==> config.mk <==
export PLATFORM = sky130hd
export DESIGN_NAME = reservoir_sampler_unit
export DESIGN_NICKNAME = d
export VERILOG_FILES = /design/src/rs_pkg.sv /design/src/rs_xorshift.sv /design/src/rs_mod_serial.sv /design/src/reservoir_sampler_unit.sv
export SDC_FILE = /design/constraint.sdc
export NUM_CORES = 1
export LEC_CHECK = 0
export ABC_AREA = 1
export BUFFER_PORTS_ARGS = -buffer_cell sky130_fd_sc_hd__clkbuf_2
export CORE_UTILIZATION = 37
export DETAILED_ROUTE_END_ITERATION = 8
export GPL_ROUTABILITY_DRIVEN = 0
export PLACE_DENSITY = 0.54
export SYNTH_ARGS = -nofsm -noshare
export SYNTH_HDL_FRONTEND = slang
export SYNTH_SLANG_ARGS = --single-unit
==> constraint.sdc <==
create_clock -name i_clk -period 4 [get_ports i_clk]
set_input_delay 0.8 -clock i_clk [delete_from_list [all_inputs] [get_ports i_clk]]
set_output_delay 0.8 -clock i_clk [all_outputs]
set_load 0.005 [all_outputs]
==> src/rs_pkg.sv <==
// ----------------------------------------------------------------------------
// rs_pkg
// shared types and constants of the reservoir sampler
// ----------------------------------------------------------------------------
package rs_pkg;

    // field widths
    localparam int TAG_W  = 32;
    localparam int SLOT_W = 12;
    localparam int KEPT_W = 13;
    localparam int RNG_W  = 64;

    // stream widths
    localparam int IN_DATA_W  = 32;
    localparam int OUT_DATA_W = 64;

    // output tdata field positions
    localparam int KEEP_POS = 0;
    localparam int SLOT_POS = KEEP_POS + 1;
    localparam int REPL_POS = SLOT_POS + SLOT_W;
    localparam int TAG_POS  = REPL_POS + 1;
    localparam int KEPT_POS = TAG_POS + TAG_W;
    localparam int PAD_W    = OUT_DATA_W - (KEPT_POS + KEPT_W);

    // configuration port
    localparam int                 CFG_IDX_W        = 1;
    localparam logic [CFG_IDX_W-1:0] CFG_SAMPLE_LIMIT = 1'b0;
    localparam logic [CFG_IDX_W-1:0] CFG_SEED         = 1'b1;
    localparam logic [KEPT_W-1:0]  LIMIT_RESET      = 13'd4096;

    // xorshift shifts
    localparam int SH_A = 13;
    localparam int SH_B = 7;
    localparam int SH_C = 17;

    // serial modulo: one dividend bit per cycle
    localparam int DIV_STEPS = RNG_W;
    localparam int DIV_CNT_W = $clog2(DIV_STEPS);

    typedef enum logic [1:0] {
        ST_IDLE,
        ST_DIV,
        ST_DONE
    } t_state;

    typedef struct packed {
        logic busy;
        logic done;
    } t_div_status;

endpackage

==> src/rs_xorshift.sv <==
// ----------------------------------------------------------------------------
// rs_xorshift
// 64-bit xorshift generator state with load and step
// ----------------------------------------------------------------------------
module rs_xorshift (
    input  logic                     i_clk,
    input  logic                     i_rst_n,
    input  logic                     i_load,
    input  logic [rs_pkg::RNG_W-1:0] i_load_value,
    input  logic                     i_step,
    output logic [rs_pkg::RNG_W-1:0] o_state,
    output logic [rs_pkg::RNG_W-1:0] o_next
);
    import rs_pkg::*;

    logic [RNG_W-1:0] r_state;
    logic [RNG_W-1:0] x_a;
    logic [RNG_W-1:0] x_b;

    always_comb begin
        x_a    = r_state ^ (r_state << SH_A);
        x_b    = x_a ^ (x_a >> SH_B);
        o_next = x_b ^ (x_b << SH_C);
    end

    always_ff @(posedge i_clk) begin
        if (!i_rst_n) begin
            r_state <= '0;
        end else if (i_load) begin
            r_state <= i_load_value;
        end else if (i_step) begin
            r_state <= o_next;
        end
    end

    assign o_state = r_state;

endmodule

==> src/rs_mod_serial.sv <==
// ----------------------------------------------------------------------------
// rs_mod_serial
// restoring modulo, one dividend bit shifted in per cycle
// ----------------------------------------------------------------------------
module rs_mod_serial #(
    parameter int DEN_W = 32
) (
    input  logic                     i_clk,
    input  logic                     i_rst_n,
    input  logic                     i_start,
    input  logic [rs_pkg::RNG_W-1:0] i_dividend,
    input  logic [DEN_W-1:0]         i_divisor,
    output rs_pkg::t_div_status      o_status,
    output logic [DEN_W-1:0]         o_rem
);
    import rs_pkg::*;

    logic [RNG_W-1:0]     r_src;
    logic [DEN_W-1:0]     r_den;
    logic [DEN_W-1:0]     r_rem;
    logic [DIV_CNT_W-1:0] r_cnt;
    logic                 r_busy;
    logic                 r_done;

    logic [DEN_W:0]       trial;
    logic [DEN_W:0]       diff;
    logic [DEN_W-1:0]     n_rem;

    always_comb begin
        trial = {r_rem, r_src[RNG_W-1]};
        diff  = trial - {1'b0, r_den};
        // remainder stays below the divisor, so the top bit drops out
        n_rem = (trial >= {1'b0, r_den}) ? diff[DEN_W-1:0] : trial[DEN_W-1:0];
    end

    always_ff @(posedge i_clk) begin
        if (!i_rst_n) begin
            r_busy <= 1'b0;
            r_done <= 1'b0;
            r_cnt  <= '0;
        end else begin
            r_done <= 1'b0;
            if (i_start) begin
                r_busy <= 1'b1;
                r_cnt  <= '0;
            end else if (r_busy) begin
                r_cnt <= r_cnt + 1'b1;
                if (r_cnt == DIV_CNT_W'(DIV_STEPS - 1)) begin
                    r_busy <= 1'b0;
                    r_done <= 1'b1;
                end
            end
        end
    end

    always_ff @(posedge i_clk) begin
        if (i_start) begin
            r_src <= i_dividend;
            r_den <= i_divisor;
            r_rem <= '0;
        end else if (r_busy) begin
            r_src <= {r_src[RNG_W-2:0], 1'b0};
            r_rem <= n_rem;
        end
    end

    assign o_status.busy = r_busy;
    assign o_status.done = r_done;
    assign o_rem         = r_rem;

endmodule

==> src/reservoir_sampler_unit.sv <==
// ----------------------------------------------------------------------------
// reservoir_sampler_unit
// algorithm r reservoir sampling decision with a xorshift64 generator
// ----------------------------------------------------------------------------
// Each input transaction offers one item tag and produces exactly one output
// transaction saying whether the item is kept, in which slot, and whether it
// overwrites an earlier item. While the reservoir is filling an item takes
// the next free slot and its result goes through ST_DONE to the output
// register. Once full (and with a nonzero generator state) the generator
// is stepped and its 64-bit output is reduced modulo the seen count by a
// serial restoring divider that takes one dividend bit per cycle, so such an
// item goes through ST_DIV and ST_DONE to the output register, and no new
// item is accepted while the divider runs; that loop sets the sustained rate.
// With a zero generator state a full reservoir drops items on the fast path.
// The next item is accepted as soon as the previous result has moved to the
// output register, even while it still waits for the downstream side.
// Configuration: index 0 sets sample_limit (0 acts as 1, values above SLOTS
// clip to SLOTS), index 1 loads the seed into the generator; write only
// while idle.
// ----------------------------------------------------------------------------
module reservoir_sampler_unit #(
    parameter int SLOTS     = 4096,
    parameter int SEEN_BITS = 32
) (
    input  logic                          i_clk,
    input  logic                          i_rst_n,
    // configuration write port
    input  logic                          i_cfg_wr_en,
    input  logic [rs_pkg::CFG_IDX_W-1:0]  i_cfg_addr,
    input  logic [rs_pkg::RNG_W-1:0]      i_cfg_wdata,
    // offered items
    input  logic                          i_s_axis_tvalid,
    output logic                          o_s_axis_tready,
    input  logic [rs_pkg::IN_DATA_W-1:0]  i_s_axis_tdata,  // item_tag[31:0]
    // decisions
    output logic                          o_m_axis_tvalid,
    input  logic                          i_m_axis_tready,
    // keep[0], slot[12:1], replaces[13], tag_out[45:14], kept_total[58:46],
    // zero[63:59]
    output logic [rs_pkg::OUT_DATA_W-1:0] o_m_axis_tdata
);
    import rs_pkg::*;

    localparam logic [16:0] SLOTS_W = 17'(SLOTS);

    t_state              r_state, n_state;
    logic [SEEN_BITS-1:0] r_seen, n_seen;
    logic [KEPT_W-1:0]   r_kept, n_kept;
    logic [KEPT_W-1:0]   r_limit;
    logic [TAG_W-1:0]    r_tag, n_tag;
    logic                r_keep, n_keep;
    logic [SLOT_W-1:0]   r_slot, n_slot;
    logic                r_repl, n_repl;
    logic                r_out_valid;
    logic [OUT_DATA_W-1:0] r_out_data;

    logic                in_fire;
    logic                rng_step;
    logic                rng_load;
    logic                div_start;
    logic                out_load;
    logic [RNG_W-1:0]    rng_state;
    logic [RNG_W-1:0]    rng_next;
    t_div_status         div_st;
    logic [SEEN_BITS-1:0] pick;
    logic [SEEN_BITS-1:0] seen_inc;
    logic [KEPT_W-1:0]   lim_eff;
    logic [16:0]         lim_wide;

    // effective limit: zero acts as one, clipped to the slot count
    always_comb begin
        lim_wide = {4'b0, r_limit};
        if (r_limit == '0) begin
            lim_eff = KEPT_W'(1);
        end else if (lim_wide > SLOTS_W) begin
            lim_eff = SLOTS_W[KEPT_W-1:0];
        end else begin
            lim_eff = r_limit;
        end
    end

    // seen count saturates at all ones
    assign seen_inc = (r_seen == '1) ? r_seen : r_seen + SEEN_BITS'(1);

    assign o_s_axis_tready = (r_state == ST_IDLE) && !div_st.busy;
    assign in_fire         = i_s_axis_tvalid && o_s_axis_tready;
    assign rng_load        = i_cfg_wr_en && (i_cfg_addr == CFG_SEED);

    rs_xorshift u_rng (
        .i_clk        (i_clk),
        .i_rst_n      (i_rst_n),
        .i_load       (rng_load),
        .i_load_value (i_cfg_wdata),
        .i_step       (rng_step),
        .o_state      (rng_state),
        .o_next       (rng_next)
    );

    // divisor is the seen count including this item
    rs_mod_serial #(
        .DEN_W (SEEN_BITS)
    ) u_mod (
        .i_clk      (i_clk),
        .i_rst_n    (i_rst_n),
        .i_start    (div_start),
        .i_dividend (rng_next),
        .i_divisor  (n_seen),
        .o_status   (div_st),
        .o_rem      (pick)
    );

    always_comb begin
        n_state   = r_state;
        n_seen    = r_seen;
        n_kept    = r_kept;
        n_tag     = r_tag;
        n_keep    = r_keep;
        n_slot    = r_slot;
        n_repl    = r_repl;
        rng_step  = 1'b0;
        div_start = 1'b0;
        out_load  = 1'b0;
        case (r_state)
            ST_IDLE: begin
                if (in_fire) begin
                    n_tag  = i_s_axis_tdata[TAG_W-1:0];
                    n_seen = seen_inc;
                    if (r_kept < lim_eff) begin
                        // still filling: next free slot
                        n_keep  = 1'b1;
                        n_slot  = r_kept[SLOT_W-1:0];
                        n_repl  = 1'b0;
                        n_kept  = r_kept + KEPT_W'(1);
                        n_state = ST_DONE;
                    end else if (rng_state != '0) begin
                        // full: step generator, reduce modulo seen count
                        rng_step  = 1'b1;
                        div_start = 1'b1;
                        n_state   = ST_DIV;
                    end else begin
                        // full with zero generator: drop
                        n_keep  = 1'b0;
                        n_slot  = '0;
                        n_repl  = 1'b0;
                        n_state = ST_DONE;
                    end
                end
            end
            ST_DIV: begin
                if (div_st.done) begin
                    if (pick < {{(SEEN_BITS-KEPT_W){1'b0}}, lim_eff}) begin
                        n_keep = 1'b1;
                        n_slot = pick[SLOT_W-1:0];
                        n_repl = 1'b1;
                    end else begin
                        n_keep = 1'b0;
                        n_slot = '0;
                        n_repl = 1'b0;
                    end
                    n_state = ST_DONE;
                end
            end
            ST_DONE: begin
                // hand over once the output register is free
                if (!r_out_valid || i_m_axis_tready) begin
                    out_load = 1'b1;
                    n_state  = ST_IDLE;
                end
            end
            default: begin
                n_state = ST_IDLE;
            end
        endcase
    end

    // control state
    always_ff @(posedge i_clk) begin
        if (!i_rst_n) begin
            r_state     <= ST_IDLE;
            r_seen      <= '0;
            r_kept      <= '0;
            r_limit     <= LIMIT_RESET;
            r_out_valid <= 1'b0;
        end else begin
            r_state <= n_state;
            r_seen  <= n_seen;
            r_kept  <= n_kept;
            if (i_cfg_wr_en) begin
                case (i_cfg_addr)
                    CFG_SAMPLE_LIMIT: r_limit <= i_cfg_wdata[KEPT_W-1:0];
                    default: ;
                endcase
            end
            if (out_load) begin
                r_out_valid <= 1'b1;
            end else if (i_m_axis_tready) begin
                r_out_valid <= 1'b0;
            end
        end
    end

    // payload
    always_ff @(posedge i_clk) begin
        r_tag  <= n_tag;
        r_keep <= n_keep;
        r_slot <= n_slot;
        r_repl <= n_repl;
        if (out_load) begin
            r_out_data <= {{PAD_W{1'b0}}, r_kept, r_tag, r_repl, r_slot, r_keep};
        end
    end

    assign o_m_axis_tvalid = r_out_valid;
    assign o_m_axis_tdata  = r_out_data;

endmodule

======== Word-level counts from Yosys, hierarchy flattened ========
Index checks and enable logic that the tools add are counted.
storage, ports and cells
  output and inout bits ................... 66
  register bits after elaboration ......... 366
  logic and storage cells ................. 102
  input bits .............................. 102
operators by class
  $add $sub $neg .......................... 4
  $lt $le $gt $ge ......................... 4
  mux-type cells .......................... 43
  reduce and logical (&&, ||, !) cells .... 20
  eq/ne operators ......................... 8
  bitwise operators ....................... 6
operators by type and width
  cell                                                   number
  2-to-1 mux 64 bit                                      4
  2-to-1 mux 32 bit                                      4
  bitwise XOR 64 bit                                     2
  nonzero test 64 bit                                    1
  bitwise XOR 64 x 57 -> 64 bit                          1
  2-to-1 mux 12 bit                                      5
  greater-or-equal comparator 33 x 32 -> 1 bit           1
  adder 32 x 1 -> 32 bit, second input constant          1
  equality test 32 bit, second input constant            1
  < comparator 32 x 13 -> 1 bit                          1
  subtractor 32 bit                                      1
  2-to-1 mux 13 bit                                      2
  one-hot mux 12 bit (2 select lines)                    1
  2-to-1 mux 1 bit                                       19
  adder 13 x 1 -> 13 bit, second input constant          1
  greater-than comparator 13 bit, second input constant  1
  logical NOT 13 bit                                     1
  < comparator 13 bit                                    1
  2-to-1 mux 2 bit                                       5
  nonzero test 2 bit                                     4
  adder 6 x 1 -> 6 bit, second input constant            1
  equality test 6 bit, second input constant             1
  one-hot mux 2 bit (3 select lines)                     1
  AND reduction 3 bit                                    2
  15 further kinds                                       23

======== Depth between registers and ports, before layout ========
Gate-level depths: netlist of the first run.
  word-level depth ........................ 9
  gate-level depth with buffers ........... 17
  gate-level depth less buffers ........... 16

======== Modules after synthesis ========
Synthesis of the first run repeated with hierarchy kept, for this count alone.
unflattened totals
  cell total of the unflattened synthesis .. 3003
  area total of the unflattened synthesis .. 21509.4 sq um
modules (own cells, without submodules)
  module                  instances  cells an instance  area an instance (sq um)  sequential area each (sq um)
  rs_mod_serial           1          1101               8089.0                    3683.5
  reservoir_sampler_unit  1          807                7709.9                    4374.2
  rs_xorshift             1          1095               5710.5                    1281.2

======== Worst setup path before layout of the first run ========
Ideal clock, no wire load.
  kind .................................... reg-to-reg
  from .................................... register r_limit[2]
  to ...................................... register u_mod.r_rem[10] (netlist: u_mod.o_rem[10])
  arrival time ............................ 3.993 ns
  clock period less this slack ............ 4.106 ns
  setup time .............................. 0.114 ns
  buffers on the path ..................... 1
  slack ................................... -0.106 ns
  stages on the path, launching flop included .. 18
  data required time ...................... 3.886 ns
  path through ............................ dfxtp_1 nor2_1 nand2_1 o31ai_1 nand2_1 ha_1 nand2_1 inv_1 o21ai_0 a21oi_1 nor2_1 nand2_1 nand3_2 nand2_1 inv_2 buf_2 nand2_1 nand2_1
between the ends
  longest elaborated chain between the ends .. 7
  elaborated cells on any way between the ends .. 8
  classes of those cells .................. 2 x order compare; 5 x mux; 1 x reduce/logical
RTL lines
  element                         RTL line                       RTL
  start: declaration              reservoir_sampler_unit.sv:49   logic [KEPT_W-1:0] r_limit;
  start signal: assignment        reservoir_sampler_unit.sv:190  CFG_SAMPLE_LIMIT: r_limit <= i_cfg_wdata[KEPT_W-1:0];
  greater-than comparator 13 bit  reservoir_sampler_unit.sv:75   end else if (lim_wide > SLOTS_W) begin
  2-to-1 mux 13 bit               reservoir_sampler_unit.sv:75
  2-to-1 mux 13 bit (*)           reservoir_sampler_unit.sv:73   if (r_limit == '0) begin
  < comparator 13 bit (*)         reservoir_sampler_unit.sv:128  if (r_kept < lim_eff) begin
  2-to-1 mux 1 bit (*)            reservoir_sampler_unit.sv:128
  2-to-1 mux 1 bit (*)            reservoir_sampler_unit.sv:125  if (in_fire) begin
  2-to-1 mux 1 bit (*)            reservoir_sampler_unit.sv:123  case (r_state)
  end signal: assignment          rs_mod_serial.sv:63            r_rem <= n_rem;
  end: declaration                rs_mod_serial.sv:20            logic [DEN_W-1:0] r_rem;
Every way passes the cells marked *; elsewhere a longest branch is shown, timed or not.
A chain may end at the register's enable or synchronous reset.

======== Worst setup path in the final report of the first run ========
  from .................................... register r_limit[2]
  to ...................................... register u_mod.r_src[15], data pin
between the ends
  longest elaborated chain between the ends .. 8
  elaborated cells on any way between the ends .. 9
  classes of those cells .................. 2 x order compare; 6 x mux; 1 x reduce/logical
RTL lines
  element                         RTL line                       RTL
  greater-than comparator 13 bit  reservoir_sampler_unit.sv:75
  2-to-1 mux 13 bit               reservoir_sampler_unit.sv:75
  2-to-1 mux 13 bit (*)           reservoir_sampler_unit.sv:73
  < comparator 13 bit (*)         reservoir_sampler_unit.sv:128
  2-to-1 mux 1 bit (*)            reservoir_sampler_unit.sv:128
  2-to-1 mux 1 bit (*)            reservoir_sampler_unit.sv:125
  2-to-1 mux 1 bit (*)            reservoir_sampler_unit.sv:123
  2-to-1 mux 64 bit (*)           rs_mod_serial.sv:57            if (i_start) begin
  end signal: assignment          rs_mod_serial.sv:58            r_src <= i_dividend;
  end signal: assignment          rs_mod_serial.sv:62            r_src <= {r_src[RNG_W-2:0], 1'b0};
  end: declaration                rs_mod_serial.sv:18            logic [RNG_W-1:0] r_src;
Marks and branches as above.

==> results summary, run 1 <==
The flow ran to the end, and the final reports show no timing, DRC or antenna violations. The via count of the first global-routing pass came out at 15800. The wire length per cell is 16.9 um. Among the stages of the critical path, the cell type that occurs most often is nand2_1. For the pin with the worst max-slew slack, the measured transition is 0.971 ns. The total wire length is 54200 um. The clock edge transition at the registers on the reported setup and hold paths is 0.06 ns. The count of cells resized by post-cts repair came out at 0. TritonCTS created 41 clock buffers.

The root buffer cell chosen for the clock tree is clkbuf_16. The buffers plus inverters on the worst setup path came out at 3. For the worst setup path, the data required time is 4.28 ns. The largest net degree at the start of global routing is 108. TritonCTS built the clock tree.

The kind of critical path is register to register. In this run the critical register-to-register path is launched from r_limit[2]. Counting cells, the worst reg-to-reg path comes to 15. The number of buffers inserted by hold repair at cts came out at 0. The sum of negative setup slack is 0 ns. The count of buffers inserted at the top-level ports is 162. Of the synthesized area, sequential elements account for 0.480. The area of the die came out at 0.0536 mm^2. The iteration count of the initial detailed-routing pass came out at 5. The core box area is 0.0516 mm^2. The largest single stage delay on the critical path is 0.59 ns. The cell count of the worst hold path is 1. The latest clock arrival within the worst-skew pair is 0.58 ns. The clock sink total came out at 366. Summed over all cells, the static leakage comes to 9.01 nW. Dividing total power by cell area gives a power density of 643 mW/mm^2. After synthesis the netlist holds a flip-flop and latch count of 366. Across all layers, the routed design uses 16300 vias. STA classifies the critical path endpoint as a register. The placed wire-length estimate after detailed placement is 40400 um. The reported max-cap violation count is 0. The element type at the critical path start is a register. The cell type group with the largest total delay on the critical path is simple AND/OR/NAND/NOR gates.

The worst reg-to-reg setup slack came out at 0.57 ns. VDD sags by at most 355 uV. The number of nets in the layout came out at 2654.

The fraction of final layout cells with drive strength greater than 1 is 0.101. The slowest stage of the critical path belongs to the cell buf_4. The number of antenna violations at the first check in global routing came to 1. The detail route stage leaves a number of antenna-violating nets equal to 0. The cell count after synthesis came out at 2357. Counting along the longest clock path gives a buffer depth of 3. The floorplan step set the die height to 231 um. The critical path starts at r_limit[2]. The final count of hold timing violations came to 0. The cell count along the critical path is 15. Measured against its own limit, the worst slew margin works out to 0.351. The number of warning messages in the yosys log is 0. Setup repair after global routing left no endpoint under its margin. The worst path arrival time came out at 3.71 ns. The number of distinct library cells after synthesis is 45. The number of DRC violations after detailed routing came out at 0. The worst-path maximum fanout is 82. Walking the worst path, the cells encountered are nor2_1 > nand2_1 > o31ai_1 > buf_4 > nand2_1 > ha_1 > nand2_1 > inv_1 > o21ai_0 > a21oi_1 > nor2_1 > nand2_1 > nand3_4 > buf_4 > o21ai_0. The residual overflow from global routing is 0.

The tightest min-delay check is of the input port to register type. The combined area of all synthesized cells is 0.0195 mm^2. The final count of pins violating max slew came to 0. The die is 231 um wide.

The global-route usage over all layers came out at 0.203. The buffers inserted during post-CTS setup optimization came out at 0. The first global-routing pass estimated 86300 um of wire. The top achievable clock speed is 291 MHz. The final-report setup violation count is 0.

The worst clock skew on the final layout came out at 0.0293 ns. The detail-routed via count per cell came out at 5.10. The layout overhead on the synthesized area came out at 14.4%. The number of H-tree branching levels is 2. The number of cell rows is 83. The synthesized area per cell came out at 8.26 um^2. The standard cell area after detailed placement is 0.0209 mm^2. The finished cells cover 0.0223 mm^2.

In this run the critical register-to-register path is captured at u_mod.r_src[15]. The initial core utilization came out at 0.377. The number of primary I/O pins came out at 168.

The critical path capture point is u_mod.r_src[15]. The DRC violation total after the first TritonRoute iteration is 1071. The final standard cell utilization of the core is 0.432.

The share of the clock period used by the worst path is 0.858. The final critical-path required period is 3.43 ns.
## power breakdown
part	switching, mW	internal (mW)	total, mW
Combinational	3.55	1.94	5.49
Clock	1.56	2.33	3.89
Sequential	0.438	4.51	4.95
## sequential cells by signal, summed over array words and instances, names as in the netlist
name             cells
o_m_axis_tdata      59
u_mod.r_den         32
r_repl               1
u_mod.r_src         64
r_seen              32
r_state              2
u_mod.r_cnt          6
r_slot              12
o_m_axis_tvalid      1
u_mod.r_done         1
u_mod.o_rem         32
r_tag               32
r_limit             13
r_keep               1
u_mod.r_busy         1
u_rng.o_state       64
r_kept              13
## cell type report
cell class                 instances  area, um^2
antenna                            1        2.50
clock buffer                      56        1100
clock inverter                    18         267
fill                            5201       29300
inverter                         181         682
multi-input combinational       1719        9020
sequential                       366        9340
tap                              680         851
timing repair buffer             183        1010
## synthesized netlist by cell type
| cell | instances | area, um^2 |
|---|---|---|
| and2_1 | 2 | 12.5 |
| o21bai_1 | 4 | 30.0 |
| nor3b_1 | 3 | 22.5 |
| nand2_1 | 637 | 2390 |
| a211oi_1 | 3 | 22.5 |
| or2_2 | 2 | 12.5 |
| o211ai_1 | 3 | 22.5 |
| clkbuf_1 | 47 | 176 |
| o21a_1 | 2 | 15.0 |
| nor2_1 | 167 | 627 |
| buf_1 | 3 | 11.3 |
| buf_6 | 4 | 45.0 |
| clkinv_1 | 1 | 3.75 |
| dfxtp_1 | 165 | 3300 |
| nand2_2 | 1 | 6.26 |
| inv_1 | 176 | 661 |
| nand3_2 | 2 | 20.0 |
| nand2b_1 | 1 | 6.26 |
| inv_2 | 4 | 15.0 |
| nor4_1 | 18 | 113 |
| xnor2_1 | 150 | 1310 |
| a21oi_2 | 1 | 8.76 |
| nor2_2 | 2 | 12.5 |
| a21o_1 | 5 | 37.5 |
| a21oi_1 | 152 | 761 |
| or2_1 | 3 | 18.8 |
| o21ai_0 | 177 | 886 |
| and3b_1 | 1 | 8.76 |
| nor3_1 | 27 | 135 |
| buf_2 | 30 | 150 |
| nand4_1 | 24 | 150 |
| o2111ai_1 | 1 | 8.76 |
| nor3_2 | 1 | 10.0 |
| and3_1 | 1 | 6.26 |
| fa_1 | 1 | 20.0 |
| buf_4 | 11 | 82.6 |
| o31ai_1 | 3 | 22.5 |
| a21boi_0 | 2 | 15.0 |
| edfxtp_1 | 201 | 6040 |
| nand3b_1 | 13 | 97.6 |
| xor2_1 | 54 | 473 |
| nand3_1 | 184 | 921 |
| conb_1 | 1 | 3.75 |
| o21ai_1 | 8 | 40.0 |
| ha_1 | 59 | 738 |
## how the worst min path moves through the flow
| stage | from | end | slack, ns |
|---|---|---|---|
| finish | i_s_axis_tdata[8] | r_tag[8] | 0.40 |
| global route | i_s_axis_tdata[22] | r_tag[22] | 0.38 |
| CTS | i_s_axis_tdata[15] | r_tag[15] | 0.37 |
| detailed placement | r_tag[27] | o_m_axis_tdata[41] | 0.40 |
| global placement | r_tag[7] | o_m_axis_tdata[21] | 0.40 |
| floorplan | r_keep | o_m_axis_tdata[0] | 0.40 |
## placed cells by master (no fill, tap or decap), types with 27 or more instances in the layout
| cell | count |
|---|---|
| nand2_1 | 635 |
| edfxtp_1 | 201 |
| nand3_1 | 184 |
| o21ai_0 | 177 |
| inv_1 | 176 |
| nor2_1 | 166 |
| dfxtp_1 | 165 |
| clkbuf_2 | 162 |
| a21oi_1 | 152 |
| xnor2_1 | 150 |
| ha_1 | 59 |
| xor2_1 | 54 |
| clkbuf_16 | 41 |
| nor3_1 | 27 |
## metrics by stage
| stage | power [mW] | std cells | worst slack (ns) | hold slack [ns] |
|---|---|---|---|---|
| floorplan | 8.83 | 2361 | 0.210 | 0.400 |
| global route | 15.3 | 3204 | 0.233 | 0.382 |
| CTS | 14.4 | 3203 | 0.570 | 0.368 |
| global placement | 10.4 | 3129 | 0.658 | 0.401 |
| finish | 14.3 | 3204 | 0.568 | 0.401 |
| detailed placement | 10.5 | 3129 | 0.576 | 0.405 |
## layer usage
| metal | up-vias | GRT usage | wire, um |
|---|---|---|---|
| met5 | - | 0 | 0 |
| met4 | 0 | 0.0832 | 1970 |
| met3 | 113 | 0.0260 | 2600 |
| met2 | 448 | 0.327 | 24800 |
| met1 | 7678 | 0.276 | 24800 |
| li1 | 8108 | - | - |
## cell families after synthesis
group | synth area share
AND/OR/NAND/NOR | 0.235
XOR/XNOR | 0.0918
other | 0.000193
buffers and inverters | 0.0588
adder cells (fa/ha/maj) | 0.0389
AO/OA/AOI/OAI | 0.0960
flip-flops | 0.480
(Power assumes the default switching activity.)
==> inputs of run 2 (changes only) <==
CORE_ASPECT_RATIO = 0.6   (was unset)
CTS_BUF_LIST = sky130_fd_sc_hd__clkbuf_4 sky130_fd_sc_hd__clkbuf_8 sky130_fd_sc_hd__clkbuf_16   (was unset)
==> run 2 against run 1 <==
  * Sequential cell count unchanged
  * Maximum frequency up 1.2%
  * Combinational power up 3.8%
  * Critical path depth unchanged
  * Die area about the same
  * Via count up 1.4%
  * Sequential power about the same
  * Critical path type unchanged
  * Critical endpoint is now u_mod.r_src[36]
==> results summary, run 2 (synthesis results as in run 1) <==
The reported max-cap violation count came out at 0. In this run the worst path has a maximum fanout of 64. The latest clock arrival within the worst-skew pair came out at 0.55 ns. The buffer depth of the longest clock path is 3. The nature of the critical path endpoint is a register. The setup check on the worst reg-to-reg path leaves a slack of 0.61 ns. The via count of the first global-routing pass came to 15200. The post-route total power is 14.3 mW. The clock edge transition at the registers on the reported setup and hold paths is 0.07 ns.

Broken down by cell family, the worst path's largest delay share belongs to buffers and inverters. The cell count of the worst hold path is 0. Setup violations remaining at the end of the flow were counted as 0. The number of H-tree branching levels came out at 2. The cell area power density is 645 mW/mm^2. The core box area is 0.0515 mm^2.

The library cells used most frequently in the layout, excluding fill and tap cells, are nand2_1, edfxtp_1, nand3_1, o21ai_0, inv_1. Clock tree synthesis found a total of 366 sinks. The kind of critical path is register to register. In this run the static leakage power is 8.98 nW. The initial core utilization came out at 0.378. The launching point of the worst reg2reg path is r_limit[2]. The x dimension of the die came out at 298 um.

The relative max-transition margin came out at 0.174. For the worst flop-to-flop path, the logic depth is 15. The worst-case IR drop observed on VDD is 307 uV. The worst clock skew on the final layout came out at 0.0363 ns. The number of primary I/O pins came out at 168. The number of filler instances in the final layout is 5147. The path type of the worst min-delay path is register to register. Counting stages on the worst path, the most repeated cell is nand2_1.

The run finished with clean final reports. The actual transition at the worst max-transition pin came out at 1.24 ns. The wire length of the first global-routing pass came out at 89000 um. Leaving out fill and tap cells, the most frequent cell in the layout is nand2_1.

The final count of hold timing violations came to 0. After detailed routing, the average wire length per cell comes to 18.0 um. The placed wire-length estimate after detailed placement is 43400 um. TritonCTS built the clock tree. The fraction of final layout cells with drive strength greater than 1 is 0.106. Summed over all failing endpoints, the final setup total negative slack is 0 ns. The residual overflow from global routing is 0.

For hold timing, the worst endpoint is o_m_axis_tdata[27]. In the global route stage, overall resource usage came out at 0.212. The number of cell rows is 64. Relative to the synthesized area, the layout overhead comes to 13.8%. The top achievable clock speed is 295 MHz. The worst path arrival time is 3.55 ns. In the finished design, the share of the clock period the worst path needs comes to 0.848. The worst register-to-register path ends at u_mod.r_src[36]. The area of the die is 0.0536 mm^2. Dividing the detail-routed via count by the number of cells gives 5.16. The number of buffers inserted by hold repair at cts is 0.

The buffers inserted during post-CTS setup optimization is 0. In this run the remaining antenna-violating nets after routing total 0. The y dimension of the die came out at 180 um.

The worst path required time is 4.16 ns. The slowest stage of the critical path belongs to the cell buf_4. The iteration count of the initial detailed-routing pass is 6. The number of DRC violations after detailed routing came out at 0. The buffers plus inverters on the worst setup path is 3. The count of buffers inserted at the top-level ports came out at 162. The TritonCTS buffer count came out at 38.

The signal on the critical path passes through nor2_1 > nand2_1 > o31ai_1 > buf_4 > nand2_1 > ha_1 > nand2_1 > inv_1 > o21ai_0 > a21oi_1 > nor2_1 > nand2_1 > nand3_4 > nand2_2 > buf_4. The clock root buffer is clkbuf_16. The largest net degree at the start of global routing came out at 90. After clock tree synthesis, the repair step resized 0 gates.

The final critical-path required period came out at 3.39 ns. In this run, the number of DRC markers left after iteration 0 of detailed routing was 1660. The routed via count is 16600.

STA classifies the critical path startpoint as a register. The total wire length came out at 57700 um. The number of antenna violations at the first check in global routing came out at 0.

0 antenna diodes ended up in the layout. The final count of pins violating max slew is 0. At the end of the flow, the number of nets in the layout was 2654. In this run the most critical hold path is launched from r_tag[13]. Setup repair after global routing left no endpoint under its margin. The highest cell delay on the worst timing path came out at 0.74 ns.
## run 2: layout make-up
cell class	count	area [um^2]	area share
flip-flops and latches	366	9340	0.421
multi-input cells	1719	9020	0.407
clock buffers	60	1170	0.0528
repair buffers	186	1000	0.0453
well taps	693	867	0.0391
inverters	181	682	0.0308
clock inverters	9	73.8	0.00333
## run 2: report_power, final
group	switching, mW	leakage (nW)	internal (mW)	total [mW]
Clock	1.52	0.622	2.08	3.61
Sequential	0.471	3.26	4.51	4.98
Combinational	3.76	5.09	1.94	5.70
## run 2: routing by layer
metal | global-route usage | routed length, um | up-vias
met5 | 0.0123 | 90 | -
met3 | 0.0668 | 6360 | 58
met4 | 0.0328 | 657 | 2
met2 | 0.264 | 20700 | 654
met1 | 0.345 | 29900 | 7751
li1 | - | - | 8117
## run 2: metrics by stage
| stage | utilization | setup slack (ns) | hold slack, ns | cell area, um^2 | instances |
|---|---|---|---|---|---|
| after floorplan | - | 0.210 | 0.400 | 19500 | 2361 |
| after global placement | 0.406 | 0.662 | 0.400 | 20900 | 3145 |
| after detailed placement | 0.406 | 0.611 | 0.405 | 20900 | 3145 |
| after CTS | 0.430 | 0.607 | 0.383 | 22200 | 3214 |
| after global routing | 0.430 | 0.266 | 0.409 | 22200 | 3214 |
| final | 0.430 | 0.609 | 0.394 | 22200 | 3214 |
## run 2: worst max path at each step
| stage | to | cells after the start | from |
|---|---|---|---|
| after floorplan | o_m_axis_tdata[0] | 2 | i_m_axis_tready |
| final | u_mod.r_src[36] | 15 | r_limit[2] |
| after global routing | u_mod.r_src[40] | 15 | r_limit[2] |
| after detailed placement | u_mod.r_src[41] | 15 | r_limit[2] |
| after CTS | u_mod.r_src[41] | 15 | r_limit[2] |
| after global placement | u_mod.r_src[50] | 15 | r_limit[0] |
